<file path="config.mk">
export PLATFORM = sky130hd
export DESIGN_NAME = sorted_set_table_core_flat
export DESIGN_NICKNAME = d
export VERILOG_FILES = /design/src/rtl/sst_pkg.sv /design/src/rtl/sst_if.sv /design/src/rtl/sst_mem.sv /design/src/rtl/sorted_set_table_core.sv /design/src/flat_wrapper.sv
export SDC_FILE = /design/constraint.sdc
export NUM_CORES = 1
export LEC_CHECK = 0
export ABC_AREA = 1
export BUFFER_PORTS_ARGS = -buffer_cell sky130_fd_sc_hd__buf_2
export CORE_MARGIN = 1
export CORE_UTILIZATION = 40
export DETAILED_ROUTE_END_ITERATION = 8
export HOLD_SLACK_MARGIN = 0.03
export SETUP_SLACK_MARGIN = 0.4
export SYNTH_ARGS = -nofsm -noshare
export SYNTH_HDL_FRONTEND = slang
export SYNTH_SLANG_ARGS = --single-unit
</file>
<file path="constraint.sdc">
create_clock -name i_clk -period 4.5 [get_ports i_clk]
set_input_delay 1.125 -clock i_clk [delete_from_list [all_inputs] [get_ports i_clk]]
set_output_delay 1.125 -clock i_clk [all_outputs]
set_load 0.01 [all_outputs]
</file>
<file path="src/rtl/sst_pkg.sv">
`default_nettype none
// ----------------------------------------------------------------------------
// sst_pkg
// Shared constants for the sorted set table: field widths, command codes
// and status codes.
// ----------------------------------------------------------------------------
package sst_pkg;

    localparam int CMD_W    = 2;
    localparam int VALUE_W  = 32;
    localparam int ELEM_W   = 31;
    localparam int STATUS_W = 2;
    localparam int COUNT_W  = 4;

    localparam logic [CMD_W-1:0] CMD_ADD    = 2'd0;
    localparam logic [CMD_W-1:0] CMD_REMOVE = 2'd1;
    localparam logic [CMD_W-1:0] CMD_FIND   = 2'd2;

    localparam logic [STATUS_W-1:0] ST_OK        = 2'd0;
    localparam logic [STATUS_W-1:0] ST_REJECT    = 2'd1;
    localparam logic [STATUS_W-1:0] ST_NOT_FOUND = 2'd2;

endpackage
`default_nettype wire

</file>
<file path="src/rtl/sst_if.sv">
`default_nettype none
// ----------------------------------------------------------------------------
// sst_if
// Request and response channels of the sorted set table, each with a
// valid and ready handshake.
// ----------------------------------------------------------------------------
interface sst_req_if;
    logic                                valid;
    logic                                ready;
    logic [sst_pkg::CMD_W-1:0]           cmd;
    logic signed [sst_pkg::VALUE_W-1:0]  value;

    modport source (output valid, output cmd, output value, input ready);
    modport sink   (input valid, input cmd, input value, output ready);
endinterface

interface sst_rsp_if;
    logic                             valid;
    logic                             ready;
    logic [sst_pkg::STATUS_W-1:0]     status;
    logic                             found;
    logic [sst_pkg::COUNT_W-1:0]      count;

    modport source (output valid, output status, output found, output count, input ready);
    modport sink   (input valid, input status, input found, input count, output ready);
endinterface
`default_nettype wire

</file>
<file path="src/rtl/sst_mem.sv">
`default_nettype none
// ----------------------------------------------------------------------------
// sst_mem
// Element store: one write port and one read port with registered read
// data.
// ----------------------------------------------------------------------------
module sst_mem #(
    parameter int DEPTH = 15,
    parameter int WIDTH = 31,
    parameter int AW    = 4
) (
    input  wire logic             i_clk,
    input  wire logic             i_we,
    input  wire logic [AW-1:0]    i_waddr,
    input  wire logic [WIDTH-1:0] i_wdata,
    input  wire logic             i_re,
    input  wire logic [AW-1:0]    i_raddr,
    output logic      [WIDTH-1:0] o_rdata
);

    logic [WIDTH-1:0] r_mem [DEPTH];
    logic [WIDTH-1:0] r_rdata;

    always_ff @(posedge i_clk) begin
        if (i_we) begin
            r_mem[i_waddr] <= i_wdata;
        end
        if (i_re) begin
            r_rdata <= r_mem[i_raddr];
        end
    end

    assign o_rdata = r_rdata;

endmodule
`default_nettype wire

</file>
<file path="src/rtl/sorted_set_table_core.sv">
`default_nettype none
// ----------------------------------------------------------------------------
// sorted_set_table_core
// Sorted set of distinct non-negative values with add, remove and find.
// ----------------------------------------------------------------------------
// The set holds up to SLOTS-1 values in ascending order in a memory with
// one read and one write port. A request is taken only while the block is
// idle. Its response is offered at the end of at most one ascending pass
// over the memory: each cycle reads the next entry, and an insert or a
// remove moves the entries above the value by one place during that same
// pass. The store needs no clearing pass after reset. A finished response
// waits in the output register while the next request is taken; a request
// that finishes while the previous response is still held waits until it
// is accepted.
// ----------------------------------------------------------------------------
module sorted_set_table_core #(
    parameter int SLOTS = 16
) (
    input  wire logic i_clk,
    input  wire logic i_rst_n,
    sst_req_if.sink   i_req,
    sst_rsp_if.source o_rsp
);

    localparam int CAP = SLOTS - 1;
    localparam int CW  = $clog2(SLOTS);
    localparam int AW  = (CAP > 1) ? $clog2(CAP) : 1;
    localparam logic [CW-1:0] CAP_C = CW'(CAP);
    localparam logic [CW-1:0] ONE_C = CW'(1);

    typedef enum logic [1:0] {S_IDLE, S_WALK, S_DONE} t_state;

    t_state                          r_state, n_state;
    logic [sst_pkg::CMD_W-1:0]       r_cmd, n_cmd;
    logic [sst_pkg::ELEM_W-1:0]      r_val, n_val;
    logic [sst_pkg::ELEM_W-1:0]      r_carry, n_carry;
    logic [CW-1:0]                   r_idx, n_idx;
    logic [CW-1:0]                   r_count, n_count;
    logic                            r_shift, n_shift;
    logic [sst_pkg::STATUS_W-1:0]    r_status, n_status;
    logic                            r_found, n_found;
    logic                            r_ovalid, n_ovalid;
    logic [sst_pkg::STATUS_W-1:0]    r_ostatus, n_ostatus;
    logic                            r_ofound, n_ofound;
    logic [sst_pkg::COUNT_W-1:0]     r_ocount, n_ocount;

    logic                            w_we;
    logic [AW-1:0]                   w_waddr;
    logic [sst_pkg::ELEM_W-1:0]      w_wdata;
    logic                            w_re;
    logic [AW-1:0]                   w_raddr;
    logic [sst_pkg::ELEM_W-1:0]      w_rdata;
    logic [CW-1:0]                   w_idx_inc;
    logic                            w_last;
    logic                            w_neg;
    logic [CW+sst_pkg::COUNT_W-1:0]  w_cnt_ext;

    sst_mem #(
        .DEPTH (CAP),
        .WIDTH (sst_pkg::ELEM_W),
        .AW    (AW)
    ) u_mem (
        .i_clk   (i_clk),
        .i_we    (w_we),
        .i_waddr (w_waddr),
        .i_wdata (w_wdata),
        .i_re    (w_re),
        .i_raddr (w_raddr),
        .o_rdata (w_rdata)
    );

    assign w_idx_inc = r_idx + ONE_C;
    assign w_last    = (w_idx_inc == r_count);
    assign w_neg     = i_req.value[sst_pkg::VALUE_W-1];
    assign w_cnt_ext = {{sst_pkg::COUNT_W{1'b0}}, r_count};

    assign i_req.ready  = (r_state == S_IDLE);
    assign o_rsp.valid  = r_ovalid;
    assign o_rsp.status = r_ostatus;
    assign o_rsp.found  = r_ofound;
    assign o_rsp.count  = r_ocount;

    always_comb begin
        n_state   = r_state;
        n_cmd     = r_cmd;
        n_val     = r_val;
        n_carry   = r_carry;
        n_idx     = r_idx;
        n_count   = r_count;
        n_shift   = r_shift;
        n_status  = r_status;
        n_found   = r_found;
        n_ovalid  = r_ovalid;
        n_ostatus = r_ostatus;
        n_ofound  = r_ofound;
        n_ocount  = r_ocount;
        w_we      = 1'b0;
        w_waddr   = '0;
        w_wdata   = r_carry;
        w_re      = 1'b0;
        w_raddr   = '0;

        if (o_rsp.ready) begin
            n_ovalid = 1'b0;
        end

        case (r_state)
            S_IDLE: begin
                if (i_req.valid) begin
                    n_cmd    = i_req.cmd;
                    n_val    = i_req.value[sst_pkg::ELEM_W-1:0];
                    n_idx    = '0;
                    n_shift  = 1'b0;
                    n_found  = 1'b0;
                    n_status = sst_pkg::ST_REJECT;
                    n_state  = S_DONE;
                    case (i_req.cmd)
                        sst_pkg::CMD_ADD: begin
                            if (!w_neg && r_count < CAP_C) begin
                                if (r_count == '0) begin
                                    w_we     = 1'b1;
                                    w_wdata  = i_req.value[sst_pkg::ELEM_W-1:0];
                                    n_count  = ONE_C;
                                    n_status = sst_pkg::ST_OK;
                                end else begin
                                    w_re    = 1'b1;
                                    n_state = S_WALK;
                                end
                            end
                        end
                        sst_pkg::CMD_REMOVE: begin
                            if (!w_neg && r_count != '0) begin
                                w_re    = 1'b1;
                                n_state = S_WALK;
                            end
                        end
                        sst_pkg::CMD_FIND: begin
                            n_status = sst_pkg::ST_OK;
                            if (!w_neg && r_count != '0) begin
                                w_re    = 1'b1;
                                n_state = S_WALK;
                            end
                        end
                        default: begin
                            n_status = sst_pkg::ST_REJECT;
                        end
                    endcase
                end
            end

            S_WALK: begin
                w_re    = (w_idx_inc < CAP_C);
                w_raddr = w_idx_inc[AW-1:0];
                n_idx   = w_idx_inc;
                if (!r_shift) begin
                    if (w_rdata < r_val) begin
                        if (w_last) begin
                            n_state = S_DONE;
                            case (r_cmd)
                                sst_pkg::CMD_ADD: begin
                                    w_we     = 1'b1;
                                    w_waddr  = r_count[AW-1:0];
                                    w_wdata  = r_val;
                                    n_count  = r_count + ONE_C;
                                    n_status = sst_pkg::ST_OK;
                                end
                                sst_pkg::CMD_REMOVE: begin
                                    n_status = (r_count == CAP_C) ? sst_pkg::ST_REJECT
                                                                  : sst_pkg::ST_NOT_FOUND;
                                end
                                default: begin
                                    n_status = sst_pkg::ST_OK;
                                end
                            endcase
                        end
                    end else if (w_rdata == r_val) begin
                        case (r_cmd)
                            sst_pkg::CMD_ADD: begin
                                n_status = sst_pkg::ST_REJECT;
                                n_state  = S_DONE;
                            end
                            sst_pkg::CMD_REMOVE: begin
                                if (w_last) begin
                                    n_count  = r_count - ONE_C;
                                    n_status = sst_pkg::ST_OK;
                                    n_state  = S_DONE;
                                end else begin
                                    n_shift = 1'b1;
                                end
                            end
                            default: begin
                                n_found  = 1'b1;
                                n_status = sst_pkg::ST_OK;
                                n_state  = S_DONE;
                            end
                        endcase
                    end else begin
                        case (r_cmd)
                            sst_pkg::CMD_ADD: begin
                                w_we    = 1'b1;
                                w_waddr = r_idx[AW-1:0];
                                w_wdata = r_val;
                                n_carry = w_rdata;
                                n_shift = 1'b1;
                            end
                            sst_pkg::CMD_REMOVE: begin
                                n_status = sst_pkg::ST_NOT_FOUND;
                                n_state  = S_DONE;
                            end
                            default: begin
                                n_status = sst_pkg::ST_OK;
                                n_state  = S_DONE;
                            end
                        endcase
                    end
                end else begin
                    case (r_cmd)
                        sst_pkg::CMD_ADD: begin
                            w_we    = 1'b1;
                            w_waddr = r_idx[AW-1:0];
                            w_wdata = r_carry;
                            n_carry = w_rdata;
                            if (r_idx == r_count) begin
                                n_count  = r_count + ONE_C;
                                n_status = sst_pkg::ST_OK;
                                n_state  = S_DONE;
                            end
                        end
                        sst_pkg::CMD_REMOVE: begin
                            w_we    = 1'b1;
                            w_waddr = AW'(r_idx - ONE_C);
                            w_wdata = w_rdata;
                            if (w_last) begin
                                n_count  = r_count - ONE_C;
                                n_status = sst_pkg::ST_OK;
                                n_state  = S_DONE;
                            end
                        end
                        default: begin
                            n_state = S_DONE;
                        end
                    endcase
                end
            end

            S_DONE: begin
                if (!r_ovalid || o_rsp.ready) begin
                    n_ovalid  = 1'b1;
                    n_ostatus = r_status;
                    n_ofound  = r_found;
                    n_ocount  = w_cnt_ext[sst_pkg::COUNT_W-1:0];
                    n_state   = S_IDLE;
                end
            end

            default: begin
                n_state = S_IDLE;
            end
        endcase
    end

    always_ff @(posedge i_clk) begin
        if (!i_rst_n) begin
            r_state  <= S_IDLE;
            r_count  <= '0;
            r_shift  <= 1'b0;
            r_ovalid <= 1'b0;
        end else begin
            r_state  <= n_state;
            r_count  <= n_count;
            r_shift  <= n_shift;
            r_ovalid <= n_ovalid;
        end
        r_cmd     <= n_cmd;
        r_val     <= n_val;
        r_carry   <= n_carry;
        r_idx     <= n_idx;
        r_status  <= n_status;
        r_found   <= n_found;
        r_ostatus <= n_ostatus;
        r_ofound  <= n_ofound;
        r_ocount  <= n_ocount;
    end

`ifndef SYNTHESIS
    a_count_in_range: assert property (@(posedge i_clk) disable iff (!i_rst_n)
        r_count <= CAP_C)
        else $error("element count exceeds capacity");

    a_count_step: assert property (@(posedge i_clk) disable iff (!i_rst_n)
        (r_count != $past(r_count)) |->
            (r_count == CW'($past(r_count) + ONE_C) || r_count == CW'($past(r_count) - ONE_C)))
        else $error("element count changed by more than one");

    a_walk_bound: assert property (@(posedge i_clk) disable iff (!i_rst_n)
        (r_state == S_WALK) |-> (r_idx <= r_count))
        else $error("walk index passed the element count");

    a_no_overwrite: assert property (@(posedge i_clk) disable iff (!i_rst_n)
        (r_state == S_DONE && r_ovalid && !o_rsp.ready) |=> (r_state == S_DONE))
        else $error("response loaded over a pending response");
`endif

endmodule
`default_nettype wire
</file>
<file path="src/flat_wrapper.sv">
// flat-port wrapper written by rule: the top's interface ports become plain ports
module sorted_set_table_core_flat 
#(
    parameter int SLOTS = 16
)
  (i_clk, i_rst_n, i_req_valid, i_req_cmd, i_req_value, i_req_ready, o_rsp_valid, o_rsp_status, o_rsp_found, o_rsp_count, o_rsp_ready);
  sst_req_if i_req_i ();
  sst_rsp_if o_rsp_i ();
  input  wire logic i_clk;
  input  wire logic i_rst_n;
  input wire logic [$bits(i_req_i.valid)-1:0] i_req_valid;
  input wire logic [$bits(i_req_i.cmd)-1:0] i_req_cmd;
  input wire logic [$bits(i_req_i.value)-1:0] i_req_value;
  output wire logic [$bits(i_req_i.ready)-1:0] i_req_ready;
  output wire logic [$bits(o_rsp_i.valid)-1:0] o_rsp_valid;
  output wire logic [$bits(o_rsp_i.status)-1:0] o_rsp_status;
  output wire logic [$bits(o_rsp_i.found)-1:0] o_rsp_found;
  output wire logic [$bits(o_rsp_i.count)-1:0] o_rsp_count;
  input wire logic [$bits(o_rsp_i.ready)-1:0] o_rsp_ready;
  assign i_req_i.valid = i_req_valid;
  assign i_req_i.cmd = i_req_cmd;
  assign i_req_i.value = i_req_value;
  assign i_req_ready = i_req_i.ready;
  assign o_rsp_valid = o_rsp_i.valid;
  assign o_rsp_status = o_rsp_i.status;
  assign o_rsp_found = o_rsp_i.found;
  assign o_rsp_count = o_rsp_i.count;
  assign o_rsp_i.ready = o_rsp_ready;
  sorted_set_table_core #(.SLOTS(SLOTS)) u_core (.i_clk(i_clk), .i_rst_n(i_rst_n), .i_req(i_req_i), .o_rsp(o_rsp_i));
endmodule
</file>
==> results of run 1 <==
## cell usage in the layout, fill, tap and decap left out, types with 3 or more instances in the layout
cell	Yosys	routed
o221a_2	17	17
a211oi_1	13	13
clkbuf_16	0	58
nand3_1	140	140
nor2_1	404	387
a22oi_1	48	48
nand2_1	396	396
inv_1	121	121
clkbuf_1	71	14
clkinv_2	0	10
o31ai_1	4	4
o221ai_1	18	18
nor2_4	4	20
buf_2	57	46
a21oi_1	25	24
nor2_2	4	5
xnor2_1	5	5
o211ai_1	56	56
xor2_1	4	4
o21ai_0	318	317
o21ai_1	51	51
o21a_1	3	3
inv_2	15	15
bufinv_16	0	6
edfxtp_1	574	574
buf_4	5	55
buf_12	0	16
dfxtp_1	8	8
nand4_1	18	18
ha_1	39	39
clkinv_1	4	17
## flip-flops by register name, summed over array words and instances, names as in the netlist
name and cells:
u_core.r_idx 4, u_core.o_rsp.status 2, u_core.o_rsp.found 1, u_core.r_status 2
u_core.u_mem.r_mem 465, u_core.r_found 1, u_core.r_carry 31, u_core.r_state 2
u_core.o_rsp.count 4, u_core.r_shift 1, u_core.u_mem.o_rdata 31, u_core.r_cmd 2
u_core.r_count 4, u_core.r_val 31, u_core.o_rsp.valid 1
## worst paths after layout
| check | from | end | slack, ps | cells past startpoint |
|---|---|---|---|---|
| worst min-delay path | u_core.r_found$_DFFE_PP_ | u_core.o_rsp.found$_DFFE_PP_ | 430 | 0 |
| worst max register to register | u_core.u_mem.o_rdata[22]$_DFFE_PP_ | u_core.u_mem.r_mem[5][23]$_DFFE_PP_ | 590 | 13 |
| worst min register to register | u_core.r_found$_DFFE_PP_ | u_core.o_rsp.found$_DFFE_PP_ | 430 | 0 |
| worst max-delay path | u_core.u_mem.o_rdata[22]$_DFFE_PP_ | u_core.u_mem.r_mem[5][23]$_DFFE_PP_ | 590 | 13 |
## critical path: stages (launching register included)
cell and delay [ps]:
edfxtp_1 410, ha_1 360, a21o_1 190, nor2_1 160, nand2_1 110, a21oi_2 370, nand2_1 260, buf_4 220
nand2_1 60, nand3_1 80, nand2_1 140, nand3_1 360, nor2_4 590, buf_12 250
## layout make-up
class	instances	area, um^2
clock buffer	72	1500
sequential	582	17400
timing repair buffer	119	986
tap	855	1070
inverter	141	537
clock inverter	35	368
fill	5873	35000
multi-input combinational	1588	8040
## what timing repair did
item                       CTS  global route
setup endpoints to repair    0            20
buffers inserted             0             6
hold buffers                 0             0
gates resized for setup      0             1
## power breakdown
group | leakage (nW) | total [mW] | internal, mW | switching (mW)
clock network | 0.909 | 4.81 | 2.72 | 2.09
registers | 5.27 | 6.07 | 6.04 | 0.0317
logic | 4.50 | 0.679 | 0.180 | 0.499
## per-stage QoR
| step | TNS, ps | setup WS (ps) | cells | hold slack [ps] | utilization |
|---|---|---|---|---|---|
| after floorplan | -575 | -9.28 | 2453 | 400 | - |
| after global placement | 0 | 648 | 3278 | 405 | 0.430 |
| after detailed placement | 0 | 609 | 3278 | 408 | 0.430 |
| after CTS | 0 | 596 | 3385 | 423 | 0.459 |
| after global routing | 0 | 404 | 3392 | 437 | 0.460 |
| final | 0 | 591 | 3392 | 428 | 0.460 |
## routing by layer
layer | vias to the layer above | GRT usage | share of wire | wire length (um)
li1 | 8798 | - | - | -
met3 | 115 | 0.0318 | 0.078 | 5780
met5 | - | 0 | 0 | 0
met2 | 785 | 0.342 | 0.45 | 33700
met1 | 9331 | 0.320 | 0.45 | 33200
met4 | 0 | 0.0641 | 0.023 | 1690
## cells by family (layout without fill, tap and decap cells)
group	after synthesis	count (layout)	synth area share
buffers and inverters	283	367	0.0439
DFF	582	582	0.658
and+or+nand+nor	977	977	0.151
AOI/OAI and AO/OA	563	563	0.126
adders and majority gates	39	39	0.0184
xor gates and xnor gates	9	9	0.00298
==> impl_metrics.csv, run 1 <==
group,metric,value,unit
global_route,track_usage,0.220,
route,drt-total-wl,74.4,mm
synthesis,synth_top_cells_by_area,"edfxtp_1 65%, o21ai_0 6.0%, nor2_1 5.7%, nand2_1 5.6%, nand3_1 2.6%",
pwr,leakage,10.7,nW
timing,skew,49.3,ps
synthesis,ys_ff_latch,582,
worst_setup_path,cp.required,4840,ps
timing,fmax,0.256,GHz
global_route,first_global_vias,18000,
placement,gp_congestion,0.928,
global_route,grt_start_max_net_pins,196,
synthesis,syn_area_per_cell,10.8,um^2
synthesis,yosys_warnings,0,
synthesis,yosysTopAreaCellShare,0.652,
global_route,grt_antenna_before_repair,3,
min_path,hold_class,"reg2reg",
timing,timing.final.max_slew_violations,0,
route,drtIter0Drc,2213,
placement,dpl-instance-area,28000,um^2
synthesis,synth_edf_count,574,
route,drc,0,
synthesis,synthFlopType,"edfxtp_1",
pwr,power.density,387,nW/um^2
route,vias,19000,
pwr,total_power,11.6,mW
worst_setup_path,cp.arrival,4240,ps
route,post_drt_wl_per_cell,21.9,um
floorplan,start_util,0.407,
timing,worst_pin_slew,1310,ps
run,maxCapViolations,0,
route,route.detailed.vias_per_inst,5.61,
layout,drive_gt1_frac,0.105,
synthesis,synth_largest_area_cell,"edfxtp_1",
cts,htreeDepth,2,
timing,slew_headroom,0.121,
floorplan,io-pin-count,47,
timing,setup_viol,0,
route,ant_nets,0,
synthesis,synth_most_common_cell,"edfxtp_1",
floorplan,die_x,259,um
status,status,"finished clean",
synthesis,synth_fp_nets,2530,
worst_setup_path,path_max_fanout,20,
pwr,vdd_drop_max,0.000290,V
placement,hpwl,45.0,mm
floorplan,coreArea,64900,um^2
floorplan,die_area,67200,um^2
worst_setup_path,startpoint_type,"flop",
synthesis,async_flop_share,0,
cts,numCtsBuffers,58,
cts,cts_root_buf,"clkbuf_16",
timing,hold_viol,0,
synthesis,syn_inst,2453,
layout,antenna_cells,0,
synthesis,syn_area,26400,um^2
global_route,grt_pass1_wl,112,mm
timing,rsz0062_at_grt,"false",
floorplan,num_rows,93,
route,drtPass1Iterations,6,
timing,timing.final.crit_share,0.869,
floorplan,die_h,259,um
layout,nets,2567,
worst_setup_path,crit_type,"reg2reg",
layout,final_cell_area,29900,um^2
synthesis,synthTopCellsByCount,"574 x edfxtp_1, 404 x nor2_1, 396 x nand2_1",
timing,fin_crit,3910,ps
synthesis,netlist-cell-type-count,45,
cts,clock_sinks,582,
global_route,grt_overflow,0,
cts,clk_latency,640,ps
synthesis,ys_seq_area_frac,0.658,
cts,path_clk_slew,60,ps
layout,syn_to_final_growth,13.0,%
cts,cts.path.max_buffers,3,
placement,io_buffers,46,
cts,tritoncts,"built",
worst_setup_path,critPathCaptureType,"flop",
Note: power is estimated with default switching activity, not from simulation.
==> inputs of run 2 (changes only) <==
--- a/config.mk
+++ b/config.mk
@@ -7,9 +7,11 @@
 export LEC_CHECK = 0
 export ABC_AREA = 1
 export BUFFER_PORTS_ARGS = -buffer_cell sky130_fd_sc_hd__buf_2
+export CORE_ASPECT_RATIO = 0.7
 export CORE_MARGIN = 1
-export CORE_UTILIZATION = 40
+export CORE_UTILIZATION = 45
 export DETAILED_ROUTE_END_ITERATION = 8
+export GPL_TIMING_DRIVEN = 0
 export HOLD_SLACK_MARGIN = 0.03
 export SETUP_SLACK_MARGIN = 0.4
 export SYNTH_ARGS = -nofsm -noshare
==> run 2 against run 1 <==
Effect of this change:
- clock skew fell by 26 ps
- sequential power is essentially flat
- flip-flop and latch count did not move
- maximum frequency fell by 3.6%
- global-route usage up 7.7 points
- hold slack worse by 7.7 ps
- worst setup slack worse by 150 ps
- final cell count is 0.21% higher
- first-iteration DRC count is 38% higher
- combinational power up 10%
- highest routed layer unchanged
==> impl_metrics.csv, run 2 (same netlist as run 1, synthesis figures left out) <==
group,metric,value,unit
cts,numCtsBuffers,56,
global_route,use_met2,0.410,
placement,gp_congestion,0.932,
pwr,total_power,11.5,mW
cts,cts.path.max_buffers,3,
route,vias,20400,
global_route,grt-busiest-layer,"met1",
global_route,grt_start_max_net_pins,32,
layout,final_cell_mix,"574 x edfxtp_1, 389 x nor2_1, 382 x nand2_1, 317 x o21ai_0, 137 x nand3_1",
status,status,"finished clean",
run,maxCapViolations,0,
layout,seq_area,17400,um^2
route,route.detailed.vias_per_inst,6.00,
pwr,switching_power,2.71,mW
timing,timing.final.crit_share,0.901,
floorplan,coreArea,57500,um^2
cts,cts_root_buf,"clkbuf_16",
cts,htreeDepth,2,
cts,tritoncts,"built",
cts,clock_sinks,582,
placement,io_buffers,46,
worst_setup_path,cp.arrival,4280,ps
timing,setup_viol,0,
pwr,vdd_drop_max,0.000308,V
pwr,power.density,381,nW/um^2
layout,largest_reg_flops,465,
layout,syn_to_final_growth,14.5,%
timing,skew,23.7,ps
layout,nets,2682,
timing,fmax,0.247,GHz
floorplan,die_h,205,um
layout,drive_gt1_frac,0.119,
pwr,p_sw_frac,0.235,
global_route,grt_overflow,0,
global_route,grt_pass1_wl,128,mm
route,drtIter0Drc,3059,
global_route,track_usage,0.297,
pwr,p_seq_frac,0.526,
cts,path_clk_slew,60,ps
timing,fin_crit,4060,ps
floorplan,die_area,59800,um^2
worst_setup_path,crit_start,"u_core.u_mem.o_rdata[21]$_DFFE_PP_",
cts,holdBufCountCts,0,
worst_setup_path,cp.required,4720,ps
global_route,grt_use_met3,0.0596,
timing,worst_pin_slew,1320,ps
route,drc,0,
route,drt-total-wl,89.2,mm
floorplan,num_rows,73,
timing,timing.final.max_slew_violations,0,
placement,hpwl,64.3,mm
floorplan,die_x,292,um
pwr,leakage,10.9,nW
layout,layout_commonest_cell,"edfxtp_1",
floorplan,io-pin-count,47,
timing,slew_headroom,0.115,
timing,holdWs,420,ps
worst_setup_path,path_max_fanout,15,
cts,clk_latency,640,ps
pwr,p_int,8.82,mW
route,drtPass1Iterations,6,
min_path,hold_class,"reg2reg",
pwr,pwr-share-clk,0.409,
worst_setup_path,crit_type,"reg2reg",
timing,rsz0062_at_grt,"true",
worst_setup_path,r2r-start,"u_core.u_mem.o_rdata[21]$_DFFE_PP_",
global_route,grt_antenna_before_repair,2,
route,post_drt_wl_per_cell,26.2,um
worst_setup_path,critPathCaptureType,"flop",
global_route,use_met1,0.478,
floorplan,start_util,0.460,
worst_setup_path,startpoint_type,"flop",
min_path,hp-start,"u_core.r_found$_DFFE_PP_",
timing,hold_viol,0,
pwr,combPwrFrac,0.065,
global_route,first_global_vias,18700,
layout,largest_register,"u_core.u_mem.r_mem",
route,ant_nets,0,
layout,multi_input_area,8110,um^2
layout,fillers,5001,
[run 2: path summary, 6_finish.rpt]
kind,end,slack (ps),depth (start not counted)
setup / recovery,u_core.u_mem.r_mem[13][13]$_DFFE_PP_,440,12
setup reg to reg,u_core.u_mem.r_mem[13][13]$_DFFE_PP_,440,12
hold / removal,u_core.o_rsp.found$_DFFE_PP_,420,0
hold reg to reg,u_core.o_rsp.found$_DFFE_PP_,420,0
[run 2: timing repair]
item	CTS	global route
buffers inserted	2	25
cloned	0	1
hold endpoints to repair	0	0
gates resized for setup	5	18
setup endpoints to repair	323	612
pin swaps	2	13
[run 2: layout make-up]
class | instances | area share
inverters | 141 | 0.0176
repair buffers | 93 | 0.0290
well taps | 750 | 0.0310
plain buffers | 142 | 0.0209
flip-flops and latches | 582 | 0.575
diodes | 1 | 0.0000827
multi-input cells | 1589 | 0.268
clock inverters | 30 | 0.0107
clock buffers | 71 | 0.0482
[run 2: per-layer routing]
metal,vias to the layer above,share of wire
met5,-,0
met2,1282,0.40
met3,117,0.12
li1,9035,-
met1,9975,0.46
met4,0,0.018
[run 2: power groups by stage]
| stage | clock (mW) | combinational, mW | sequential [mW] |
|---|---|---|---|
| 2_1_floorplan | 0 | 0.394 | 6.17 |
| 3_3_place_gp | 0 | 0.681 | 6.19 |
| 3_5_place_dp | 0 | 0.707 | 6.18 |
| 4_1_cts | 4.74 | 0.717 | 6.07 |
| 5_1_grt | 4.95 | 0.806 | 6.07 |
| 6_report | 4.71 | 0.749 | 6.07 |
[run 2: worst max-delay path, cell delays in order, from the launching register on]
cell and delay (ps):
edfxtp_1 500, ha_1 510, nand2_1 200, a21oi_1 60, nor2_1 210, nand2_1 130, a21oi_4 340, nand3_2 270
clkinv_1 330, clkbuf_1 470, nand2_1 120, nand3_1 110, nand2_1 370
[run 2: through the flow]
step            util  cell area (um^2)  TNS [ps]  worst slack, ps  cells
2_1_floorplan      -             26400      -575            -9.28   2453
5_1_grt        0.527             30300         0              370   3398
6_report       0.527             30300         0              445   3399
4_1_cts        0.522             30000         0              439   3371
3_5_place_dp   0.490             28100         0             41.0   3268
3_3_place_gp   0.481             27600   -998110            -2800   3249
==> inputs of run 3 (changes only) <==
--- a/config.mk
+++ b/config.mk
@@ -11,9 +11,9 @@
 export CORE_MARGIN = 1
 export CORE_UTILIZATION = 45
 export DETAILED_ROUTE_END_ITERATION = 8
-export GPL_TIMING_DRIVEN = 0
 export HOLD_SLACK_MARGIN = 0.03
 export SETUP_SLACK_MARGIN = 0.4
+export SLEW_MARGIN = 30
 export SYNTH_ARGS = -nofsm -noshare
 export SYNTH_HDL_FRONTEND = slang
 export SYNTH_SLANG_ARGS = --single-unit
==> run 3 against run 2 <==
Effect of this change:
- wire length down 18%
- via count down 7.1%
- first-iteration DRC count down 33%
- sequential power about the same
- critical path depth up 3
- sequential share of layout area up 1.5 points
- global-route usage down 5.4 points
==> impl_metrics.csv, run 3 (same netlist as run 1, synthesis figures left out) <==
group,metric,value,unit
pwr,total_power,11.3,mW
route,drc,0,
global_route,track_usage,0.243,
route,post_drt_wl_per_cell,22.4,um
worst_setup_path,cp.required,4740,ps
floorplan,start_util,0.460,
cts,cts_setup_buffers,0,
layout,final_cell_mix,"574 x edfxtp_1, 396 x nand2_1, 387 x nor2_1, 317 x o21ai_0, 140 x nand3_1",
cts,htreeDepth,2,
placement,hpwl,44.5,mm
placement,gp_congestion,0.934,
worst_setup_path,path_delay_family,"simple AND/OR/NAND/NOR gates",
cts,numCtsBuffers,53,
timing,worst_slack,605,ps
placement,io_buffers,46,
min_path,hold_class,"reg2reg",
cts,cts.path.max_buffers,3,
timing,setup_viol,0,
timing,holdWs,431,ps
timing,hold_viol,0,
timing,fmax,0.257,GHz
worst_setup_path,cp.arrival,4130,ps
global_route,grt_start_max_net_pins,170,
floorplan,num_rows,73,
placement,dpl_worst_slack,724,ps
layout,fillers,5010,
worst_setup_path,crit_path_max_incr_delay,460,ps
route,vias,19000,
worst_setup_path,crit_type,"reg2reg",
worst_setup_path,worstPathCellList,"ha_1 > nand2_1 > nor2_1 > nand2_1 > nand2_1 > a21oi_2 > nand2_1 > inv_1 > nand2_1 > nand3_1 > nand2_1 > inv_1 > nand3_1 > nor2_4 > buf_4",
layout,layout_commonest_cell,"edfxtp_1",
worst_setup_path,path_max_fanout,31,
layout,drive_gt1_frac,0.102,
route,drtPass1Iterations,6,
worst_setup_path,slowest_stage,"buf_4",
floorplan,io-pin-count,47,
timing,rsz0062_at_grt,"false",
floorplan,die_h,205,um
pwr,power.density,383,nW/um^2
route,drt-total-wl,73.3,mm
layout,largest_reg_flops,465,
worst_setup_path,worst-path-buf-inv,3,
global_route,first_global_vias,17500,
layout,antenna_cells,0,
timing,timing.final.crit_share,0.866,
pwr,leakage,10.6,nW
cts,cts_root_buf,"clkbuf_16",
floorplan,die_area,59800,um^2
worst_setup_path,startpoint_type,"flop",
timing,worst_pin_slew,1030,ps
cts,tritoncts,"built",
timing,skew,16.5,ps
floorplan,die_x,292,um
worst_setup_path,critPathCaptureType,"flop",
timing,timing.final.max_slew_violations,0,
timing,slew_headroom,0.311,
worst_setup_path,worst_path_most_repeated_cell,"nand2_1",
global_route,grt_antenna_before_repair,2,
cts,clk_latency,600,ps
route,drtIter0Drc,2053,
layout,largest_register,"u_core.u_mem.r_mem",
layout,syn_to_final_growth,11.6,%
pwr,vdd_drop_max,0.000284,V
cts,holdBufCountCts,0,
layout,nets,2552,
cts,ctsResizeCount,0,
floorplan,coreArea,57500,um^2
route,ant_nets,0,
layout,fin_util,0.514,
status,status,"finished clean",
route,route.detailed.vias_per_inst,5.80,
global_route,grt_pass1_wl,110,mm
timing,fin_crit,3900,ps
cts,clock_sinks,582,
cts,path_clk_slew,70,ps
run,maxCapViolations,0,
global_route,grt_overflow,0,
==> run 3: changes by cell type in the layout (fill, tap and decap cells not counted), sizes merged <==
cell / before / now
buf: 163 / 109
clkinv: 26 / 36
bufinv: 5 / 6
diode: 1 / 0
clkbuf: 143 / 59
nor2: 415 / 414
clkinvlp: 0 / 2
inv: 140 / 137
==> run 3: layer usage <==
| layer | track usage | routed length, um | vias up |
|---|---|---|---|
| met5 | 0 | 13 | - |
| met3 | 0.0404 | 6020 | 103 |
| met1 | 0.370 | 33800 | 9254 |
| li1 | - | - | 8778 |
| met4 | 0.0592 | 1550 | 2 |
| met2 | 0.362 | 31900 | 825 |
==> run 3: power breakdown <==
part | internal (mW) | leakage, nW | switching (mW)
logic | 0.173 | 4.45 | 0.489
registers | 6.04 | 5.27 | 0.0315
clock network | 2.54 | 0.852 | 2.03
total | 8.75 | 10.6 | 2.55
==> run 3: worst reg2reg max path: cells and delay by family (launching register included) <==
| kind | cells | cell delay, ps |
|---|---|---|
| AND/OR/NAND/NOR | 10 | 1490 |
| buffers and inverters | 3 | 780 |
| flip-flops | 1 | 420 |
| adder cells (fa/ha/maj) | 1 | 400 |
| AO/OA/AOI/OAI | 1 | 400 |
==> run 3: per-stage QoR <==
stage | TNS (ps) | instance area [um^2] | std cells
after floorplan | -575 | 26400 | 2453
after global placement | 0 | 27800 | 3166
after detailed placement | 0 | 27800 | 3170
after CTS | 0 | 29500 | 3269
after global routing | 0 | 29500 | 3269
final | 0 | 29500 | 3269
==> run 3: area by class of cell <==
class	instances	area [um^2]	area share
clock inverter	40	368	0.0125
clock buffer	59	1370	0.0464
sequential	582	17400	0.589
tap	750	938	0.0318
timing repair buffer	109	873	0.0296
inverter	141	539	0.0183
multi-input combinational	1588	8040	0.272
==> run 3: path summary, 6_finish.rpt <==
check / startpoint / end / slack [ps] / cells past startpoint
worst max register to register: u_core.u_mem.o_rdata[22]$_DFFE_PP_ / u_core.u_mem.r_mem[10][15]$_DFFE_PP_ / 600 / 15
worst max-delay path: u_core.u_mem.o_rdata[22]$_DFFE_PP_ / u_core.u_mem.r_mem[10][15]$_DFFE_PP_ / 600 / 15
worst min-delay path: u_core.r_found$_DFFE_PP_ / u_core.o_rsp.found$_DFFE_PP_ / 430 / 0
worst min register to register: u_core.r_found$_DFFE_PP_ / u_core.o_rsp.found$_DFFE_PP_ / 430 / 0
